<file path="src/rtl/core/wsdf_pkg.sv">
package wsdf_pkg;

    typedef enum logic [2:0] {
        ST_IDLE,
        ST_SCAN,
        ST_DRAIN,
        ST_SQRT,
        ST_DIV,
        ST_OUT
    } wsdf_state_t;

    // Controller to datapath commands
    typedef struct packed {
        logic start_load;
        logic start_query;
        logic scan_step;
        logic scan_last;
        logic sqrt_start;
        logic sqrt_step;
        logic div_start;
        logic div_step;
        logic finish;
    } wsdf_cmd_t;

    // Datapath to controller status
    typedef struct packed {
        logic query_ok;
        logic scan_done;
        logic sqrt_done;
        logic div_done;
    } wsdf_stat_t;

    localparam int unsigned SqrtSteps = 21;
    localparam int unsigned DivSteps  = 21;

    localparam logic [1:0] CfgWidth  = 2'd0;
    localparam logic [1:0] CfgHeight = 2'd1;
    localparam logic [1:0] CfgRadius = 2'd2;

endpackage

</file>
<file path="src/rtl/core/wsdf_ctrl.sv">
module wsdf_ctrl (
    input  logic               aclk,
    input  logic               aresetn,
    input  logic               in_fire,
    input  logic               in_query,
    input  logic               out_free,
    input  wsdf_pkg::wsdf_stat_t stat,
    output wsdf_pkg::wsdf_cmd_t  cmd,
    output logic               busy
);
    import wsdf_pkg::*;

    wsdf_state_t state_reg, state_next;
    logic [4:0]  cnt_reg, cnt_next;

    // State register
    always_ff @(posedge aclk) begin
        if (!aresetn) begin
            state_reg <= ST_IDLE;
            cnt_reg   <= '0;
        end else begin
            state_reg <= state_next;
            cnt_reg   <= cnt_next;
        end
    end

    // Next state and commands
    always_comb begin
        state_next = state_reg;
        cnt_next   = cnt_reg;
        cmd        = '0;
        busy       = 1'b1;
        case (state_reg)
            ST_IDLE: begin
                busy = 1'b0;
                if (in_fire) begin
                    if (in_query) begin
                        cmd.start_query = 1'b1;
                        state_next      = ST_SCAN;
                    end else begin
                        cmd.start_load = 1'b1;
                    end
                end
            end
            ST_SCAN: begin
                if (!stat.query_ok) begin
                    state_next = ST_IDLE;
                end else begin
                    cmd.scan_step = 1'b1;
                    if (stat.scan_done) begin
                        cmd.scan_last = 1'b1;
                        state_next    = ST_DRAIN;
                        cnt_next      = 5'd0;
                    end
                end
            end
            ST_DRAIN: begin
                // memory read and compare pipeline empties
                cnt_next = cnt_reg + 5'd1;
                if (cnt_reg == 5'd2) begin
                    cmd.sqrt_start = 1'b1;
                    state_next     = ST_SQRT;
                end
            end
            ST_SQRT: begin
                cmd.sqrt_step = 1'b1;
                if (stat.sqrt_done) begin
                    cmd.div_start = 1'b1;
                    state_next    = ST_DIV;
                end
            end
            ST_DIV: begin
                cmd.div_step = 1'b1;
                if (stat.div_done) state_next = ST_OUT;
            end
            ST_OUT: begin
                if (out_free) begin
                    cmd.finish = 1'b1;
                    state_next = ST_IDLE;
                end
            end
            default: state_next = ST_IDLE;
        endcase
    end

endmodule

</file>
<file path="config.mk">
export PLATFORM = sky130hd
export DESIGN_NAME = wsdf_ctrl
export DESIGN_NICKNAME = d
export VERILOG_FILES = /design/src/rtl/core/wsdf_pkg.sv /design/src/rtl/core/wsdf_ctrl.sv
export SDC_FILE = /design/constraint.sdc
export NUM_CORES = 1
export LEC_CHECK = 0
export ABC_AREA = 1
export BUFFER_PORTS_ARGS = -buffer_cell sky130_fd_sc_hd__buf_2
export CAP_MARGIN = 10
export CELL_PAD_IN_SITES_DETAIL_PLACEMENT = 1
export CELL_PAD_IN_SITES_GLOBAL_PLACEMENT = 1
export CORE_MARGIN = 5
export CORE_UTILIZATION = 33
export DETAILED_ROUTE_END_ITERATION = 10
export GPL_TIMING_DRIVEN = 0
export HOLD_SLACK_MARGIN = 0.08
export PLACE_DENSITY = 0.81
export SYNTH_ARGS = -nofsm -noshare
export SYNTH_HDL_FRONTEND = slang
export SYNTH_SLANG_ARGS = --single-unit
export TNS_END_PERCENT = 1
</file>
<file path="constraint.sdc">
create_clock -name aclk -period 3.8 [get_ports aclk]
set_input_delay 0.76 -clock aclk [delete_from_list [all_inputs] [get_ports aclk]]
set_output_delay 0.76 -clock aclk [all_outputs]
set_load 0.005 [all_outputs]
</file>
==> results of run 1 <==
## cells in the final DEF (no fill, tap or decap), types with 2 or more instances in the layout
cell type and instances:
inv_1 12, dfxtp_1 8, nand3_1 9, nor2_1 15, o21ai_2 2, ha_1 2
a21oi_1 5, or2_2 2, inv_2 3, clkbuf_4 3, nor2_2 3, o21ai_0 2
buf_2 18, nand2_1 23
## layer usage
| metal | vias up | GRT usage |
|---|---|---|
| met4 | 0 | 0.0655 |
| met1 | 276 | 0.143 |
| li1 | 337 | - |
| met2 | 16 | 0.230 |
| met5 | - | 0 |
| met3 | 3 | 0.0291 |
## per-stage QoR
stage / util / power, mW / setup slack [ns]
final: 0.445 / 0.465 / 1.70
after global routing: 0.445 / 0.517 / 1.52
after CTS: 0.445 / 0.475 / 1.66
after detailed placement: 0.430 / 0.406 / 1.86
after global placement: 0.430 / 0.394 / 1.87
after floorplan: - / 0.324 / 2.04
## path summary, 6_finish.rpt
path                                   start           end  slack [ns]  depth (start not counted)
worst max-delay path            state_reg[2]        cmd[4]        1.70                          6
worst min-delay path              cnt_reg[4]    cnt_reg[4]        0.51                          2
worst max register to register    cnt_reg[0]  state_reg[0]        2.35                         11
worst min register to register    cnt_reg[4]    cnt_reg[4]        0.51                          2
## final cells by class
type,count,area [µm²],share of cell area
Multi-Input combinational cell,70,344,0.496
Sequential cell,8,160,0.231
Timing Repair Buffer,18,90.1,0.130
Inverter,15,56.3,0.0812
Clock buffer,3,22.5,0.0325
Tap cell,16,20.0,0.0289
## kinds of logic (layout without fill, tap and decap cells)
logic type	Yosys count	in the layout
and+or+nand+nor	57	57
AOI/OAI and AO/OA	11	11
buffers and inverters	15	36
DFF	8	8
adders and majority gates	2	2
## critical path: stages, from the launching register on
cell,delay (ns)
dfxtp_1,0.37
inv_2,0.14
nand2_1,0.08
nor2_2,0.21
inv_2,0.09
nor2_1,0.08
buf_2,0.11
## power by group through the flow
stage / Clock, mW / Combinational, mW / Sequential, mW
floorplan: 0 / 0.194 / 0.129
global placement: 0 / 0.257 / 0.137
detailed placement: 0 / 0.268 / 0.138
CTS: 0.0695 / 0.270 / 0.136
global route: 0.0724 / 0.303 / 0.142
finish: 0.0660 / 0.263 / 0.136
==> run metrics, run 1 <==
status complete, no violations; final worst path period share 0.553; Slew Viols, Final 0; xor and xnor fraction of the mapped netlist area 0; Die Height a little over 50 µm; area share of and/or/nand/nor cells after synthesis 0.451; post-place instance area around 670 µm²; Post-Syn Area approximately 560 µm²; Detailed Route WL between 1000 and 1500 µm; CP Data Arrival Time approximately 1.3 ns; Cell Count, Final, Fillers Out 130; Seq pwr share 0.293; fmax around 0.48 GHz; Commonest cells post-synth 23 x nand2_1, 15 x nor2_1, 12 x inv_1; Clock power frac 0.142; post-cts gate resize count 0; Max Cap Violations 0; Placed Cells roughly 130; 1st-iter DRT viols 2; RSZ-0062 raised after global routing no; PwrDens around 670 mW/mm²; initial core utilization 0.360; FP Rows 14; first-pass GRT wire length between 2000 and 3000 µm; Critical Path Fanout Max 7; critical path launch point type register; main combinational cell family by area after synthesis simple AND/OR/NAND/NOR gates; Seq/Total Area, Yosys 0.286; hold slack between 0.5 and 0.6 ns; clk buf depth 2; Syn. warnings 0; I/O pin count 19; CP endpoint kind output pin; worst skew pair latency around 0.26 ns; main flop type after synthesis dfxtp_1; Compound-Gate Fraction of Synth Area 0.118; CTS tree done; area leader, netlist dfxtp_1; number of setup violations in the final report 0; most numerous cell in the Yosys netlist nand2_1; switching power of the nets approximately 230 µW; core area roughly 0.0016 mm²; Final min period between 2 and 2.5 ns; Pint around 230 µW; met3 wire length approximately 62 µm; vias in the first global route between 600 and 700; GP Congestion ~0.73; area delta synth->final 23.7%; Synth top area share 0.286; post-route setup TNS 0 ns; post-synthesis adder-cell area fraction 0.0446; DIE WIDTH approximately 51 µm; clock transition at the registers of the reported paths ~0.050 ns; slew margin rel. 0.817; Post-DP HPWL roughly 1200 µm; mux contribution to synthesized area 0; number of synthesized flops with an enable pin 0; WL met1 just under 700 µm; Synth async-reset ratio 0; diode count 0; post-DR vias/cell slightly below 5; Die ar. around 0.0026 mm²; Hold Buf Count CTS 0; P_leak approximately 0.37 nW; peak supply drop approximately 0.31 mV; Mapped Cells a little over 90; Largest register FFs 5; hold crit path type reg2reg; final instance area a little under 700 µm²; uppermost layer routed met4; Post-Syn Area per Cell ~6.0 µm²; Fillers approximately 230; Final Hold Vio Count 0; Nets approximately 130; Seq cells post-synth 8; CTS Sinks 8; ratio of cells with drive above 1 in the final layout 0.281; initial antenna violation count 0; met2 wire len 710 µm; Worst Path Required just over 3 ns; syn_nets about 100; WL/cell about 11 µm; Layout Skew 0.00602 ns; Post-CTS Setup Inserts 0; total gr overflow 0; all-layer global routing usage 0.129; Comb pwr share 0.565; H-tree depth 1; post-synth cell types 19; Sw Share 0.496; Routed Antenna Nets 0; Least-Margin Pin Slew 0.274 ns; WS Path Type reg2out; I/O Buffers 18; total CTS buffers 3; Post-route DRC 0; largest cells by area after synthesis dfxtp_1 29%, nand2_1 15%, nor2_1 10%; vias 632; largest net degree at the start of global routing 8; Initial DRT Pass Iterations 2; Root Buffer clkbuf_4
No activity file was read; power rests on OpenSTA's default activity.
==> run 2: changes to the inputs <==
--- a/config.mk
+++ b/config.mk
@@ -10,12 +10,13 @@
 export CAP_MARGIN = 10
 export CELL_PAD_IN_SITES_DETAIL_PLACEMENT = 1
 export CELL_PAD_IN_SITES_GLOBAL_PLACEMENT = 1
+export CORE_ASPECT_RATIO = 1.4
 export CORE_MARGIN = 5
-export CORE_UTILIZATION = 33
+export CORE_UTILIZATION = 28
 export DETAILED_ROUTE_END_ITERATION = 10
 export GPL_TIMING_DRIVEN = 0
 export HOLD_SLACK_MARGIN = 0.08
-export PLACE_DENSITY = 0.81
+export PLACE_DENSITY = 0.73
 export SYNTH_ARGS = -nofsm -noshare
 export SYNTH_HDL_FRONTEND = slang
 export SYNTH_SLANG_ARGS = --single-unit
==> constraint.sdc (replaced) <==
create_clock -name aclk -period 1.78 [get_ports aclk]
set_input_delay 0.356 -clock aclk [delete_from_list [all_inputs] [get_ports aclk]]
set_output_delay 0.356 -clock aclk [all_outputs]
set_load 0.005 [all_outputs]
==> run 2 against run 1 <==
Compared with the run above: register-to-register slack worse by 2.0 ns; first-iteration DRC count fell by 50%; clock power increased by 110%; worst hold slack worse by 0.16 ns; via count up 5.4%; sequential power is 120% higher; global-route usage down 0.55 points; core utilization shrank 8.1 points; sequential cell count unchanged; largest cell class unchanged.
==> run metrics, run 2 (same netlist as run 1, synthesis figures left out) <==
GP Congestion between 0.7 and 0.8; biggest cell delay along the critical path 0.36 ns; Initial DRT Pass Iterations 4; CTS tree done; WP buf/inv 3; PwrDens 1440 mW/mm²; ratio of cells with drive above 1 in the final layout 0.298; Hold Buf Count CTS 0; WL/cell 11.2 µm; core area roughly 0.0019 mm²; diode count 0; Largest register FFs 5; Critical Path Fanout Max 7; Final Hold Vio Count 0; clock transition at the registers of the reported paths 0.05 ns; RSZ-0062 raised after global routing yes; Detailed Route WL between 1500 and 2000 µm; fmax a little under 0.6 GHz; area delta synth->final 26.3%; Worst path top cell family by delay simple AND/OR/NAND/NOR gates; hold crit path type in2reg; I/O Buffers 18; Final Util 0.363; vias approximately 670; CP most frequent cell inv_2; CP Data Arrival Time 1.32 ns; Nets ~130; P_leak between 0.3 and 0.4 nW; CP endpoint kind output pin; Post-DP HPWL approximately 1300 µm; Placed Cells approximately 130; vias in the first global route about 660; Post-route DRC 0; peak supply drop ~0.57 mV; Slew Viols, Final 0; CP startpoint state_reg[2]; Place WS 0.243 ns; H-tree depth 1; Worst Path Required around 1.4 ns; slew margin rel. 0.838; post-DR vias/cell between 4 and 5; hold_sp aresetn; hold path depth 3; number of setup violations in the final report 0; total CTS buffers 3; first-pass GRT wire length approximately 2700 µm; clk buf depth 2; CP cell instances inv_2 -> nand2_1 -> nor2_2 -> inv_2 -> nor2_1 -> buf_2; Max Cap Violations 0; 1st-iter DRT viols 1; Layout Skew about 0.0051 ns; Reg2Reg Depth 11; total gr overflow 0; Least-Margin Pin Slew between 0.2 and 0.25 ns; status complete, no violations; Root Buffer clkbuf_4; I/O pin count 19; Hold Path Sink state_reg[1]; commonest non-fill, non-tap cells in the layout 23 x nand2_1, 18 x buf_2, 14 x nor2_1; initial antenna violation count 0; Critical R2R Launch cnt_reg[0]; Power Total around 1.0 mW; CTS Sinks 8; DIE WIDTH 47.8 µm; Routed Antenna Nets 0; Final WS setup about 0.1 ns; WS Path Type reg2out; Die ar. between 0.003 and 0.004 mm²; FP Rows 19; critical path launch point type register; largest net degree at the start of global routing 8; worst skew pair latency around 0.25 ns; Post-CTS Setup Inserts 0; Crit-path slowest cell dfxtp_1; commonest non-fill, non-tap cell in the layout nand2_1; final worst path period share 0.943; Worst R2R End state_reg[0]; Final min period about 1.7 ns; all-layer global routing usage 0.124; initial core utilization 0.288; R2R setup slack ~0.32 ns; Die Height 62.9 µm; Cell Count, Final, Fillers Out between 100 and 150
## run 2: through the flow
step,instance area [µm²],hold slack (ns),TNS [ns]
final,708,0.348,0
after global routing,708,0.352,-0.0150
after floorplan,561,0.461,0
after global placement,677,0.497,0
after CTS,702,0.336,0
after detailed placement,677,0.508,0
## run 2: report_power, final
group	total, mW	internal, mW	switching [mW]
Combinational	0.580	0.208	0.372
Sequential	0.303	0.227	0.0756
Clock	0.140	0.0772	0.0624
## run 2: how the worst max path moves through the flow
| stage | slack [ns] | end | cells after the start |
|---|---|---|---|
| after floorplan | 0.52 | cmd[8] | 3 |
| after global placement | 0.31 | cmd[8] | 4 |
| after detailed placement | 0.24 | cmd[8] | 4 |
| after CTS | 0.04 | cmd[4] | 6 |
| after global routing | -0.02 | cmd[4] | 6 |
| final | 0.10 | cmd[4] | 6 |
## run 2: cell type report
class                   count  area (µm²)
clock buffers               3        22.5
fillers                   283        1240
inverters                  15        56.3
multi-input cells          70         352
flip-flops and latches      8         161
well taps                  21        26.3
repair buffers             18        90.1
## run 2: metal layers
layer | vias up | track usage | share of wire
met5 | - | 0 | 0
met4 | 0 | 0.0606 | 0.0053
met3 | 2 | 0.0346 | 0.046
met2 | 17 | 0.209 | 0.57
met1 | 313 | 0.130 | 0.38
li1 | 334 | - | -
## run 2: worst min-delay path, cell delays in order
cell,delay [ns]
buf_2,0.11
nand2_1,0.06
nor2_1,0.03
## run 2: timing repair
action | 4_1_cts | 5_1_grt
gates cloned | 0 | 0
endpoints found under the setup margin | 1 | 2
resized for setup | 1 | 2
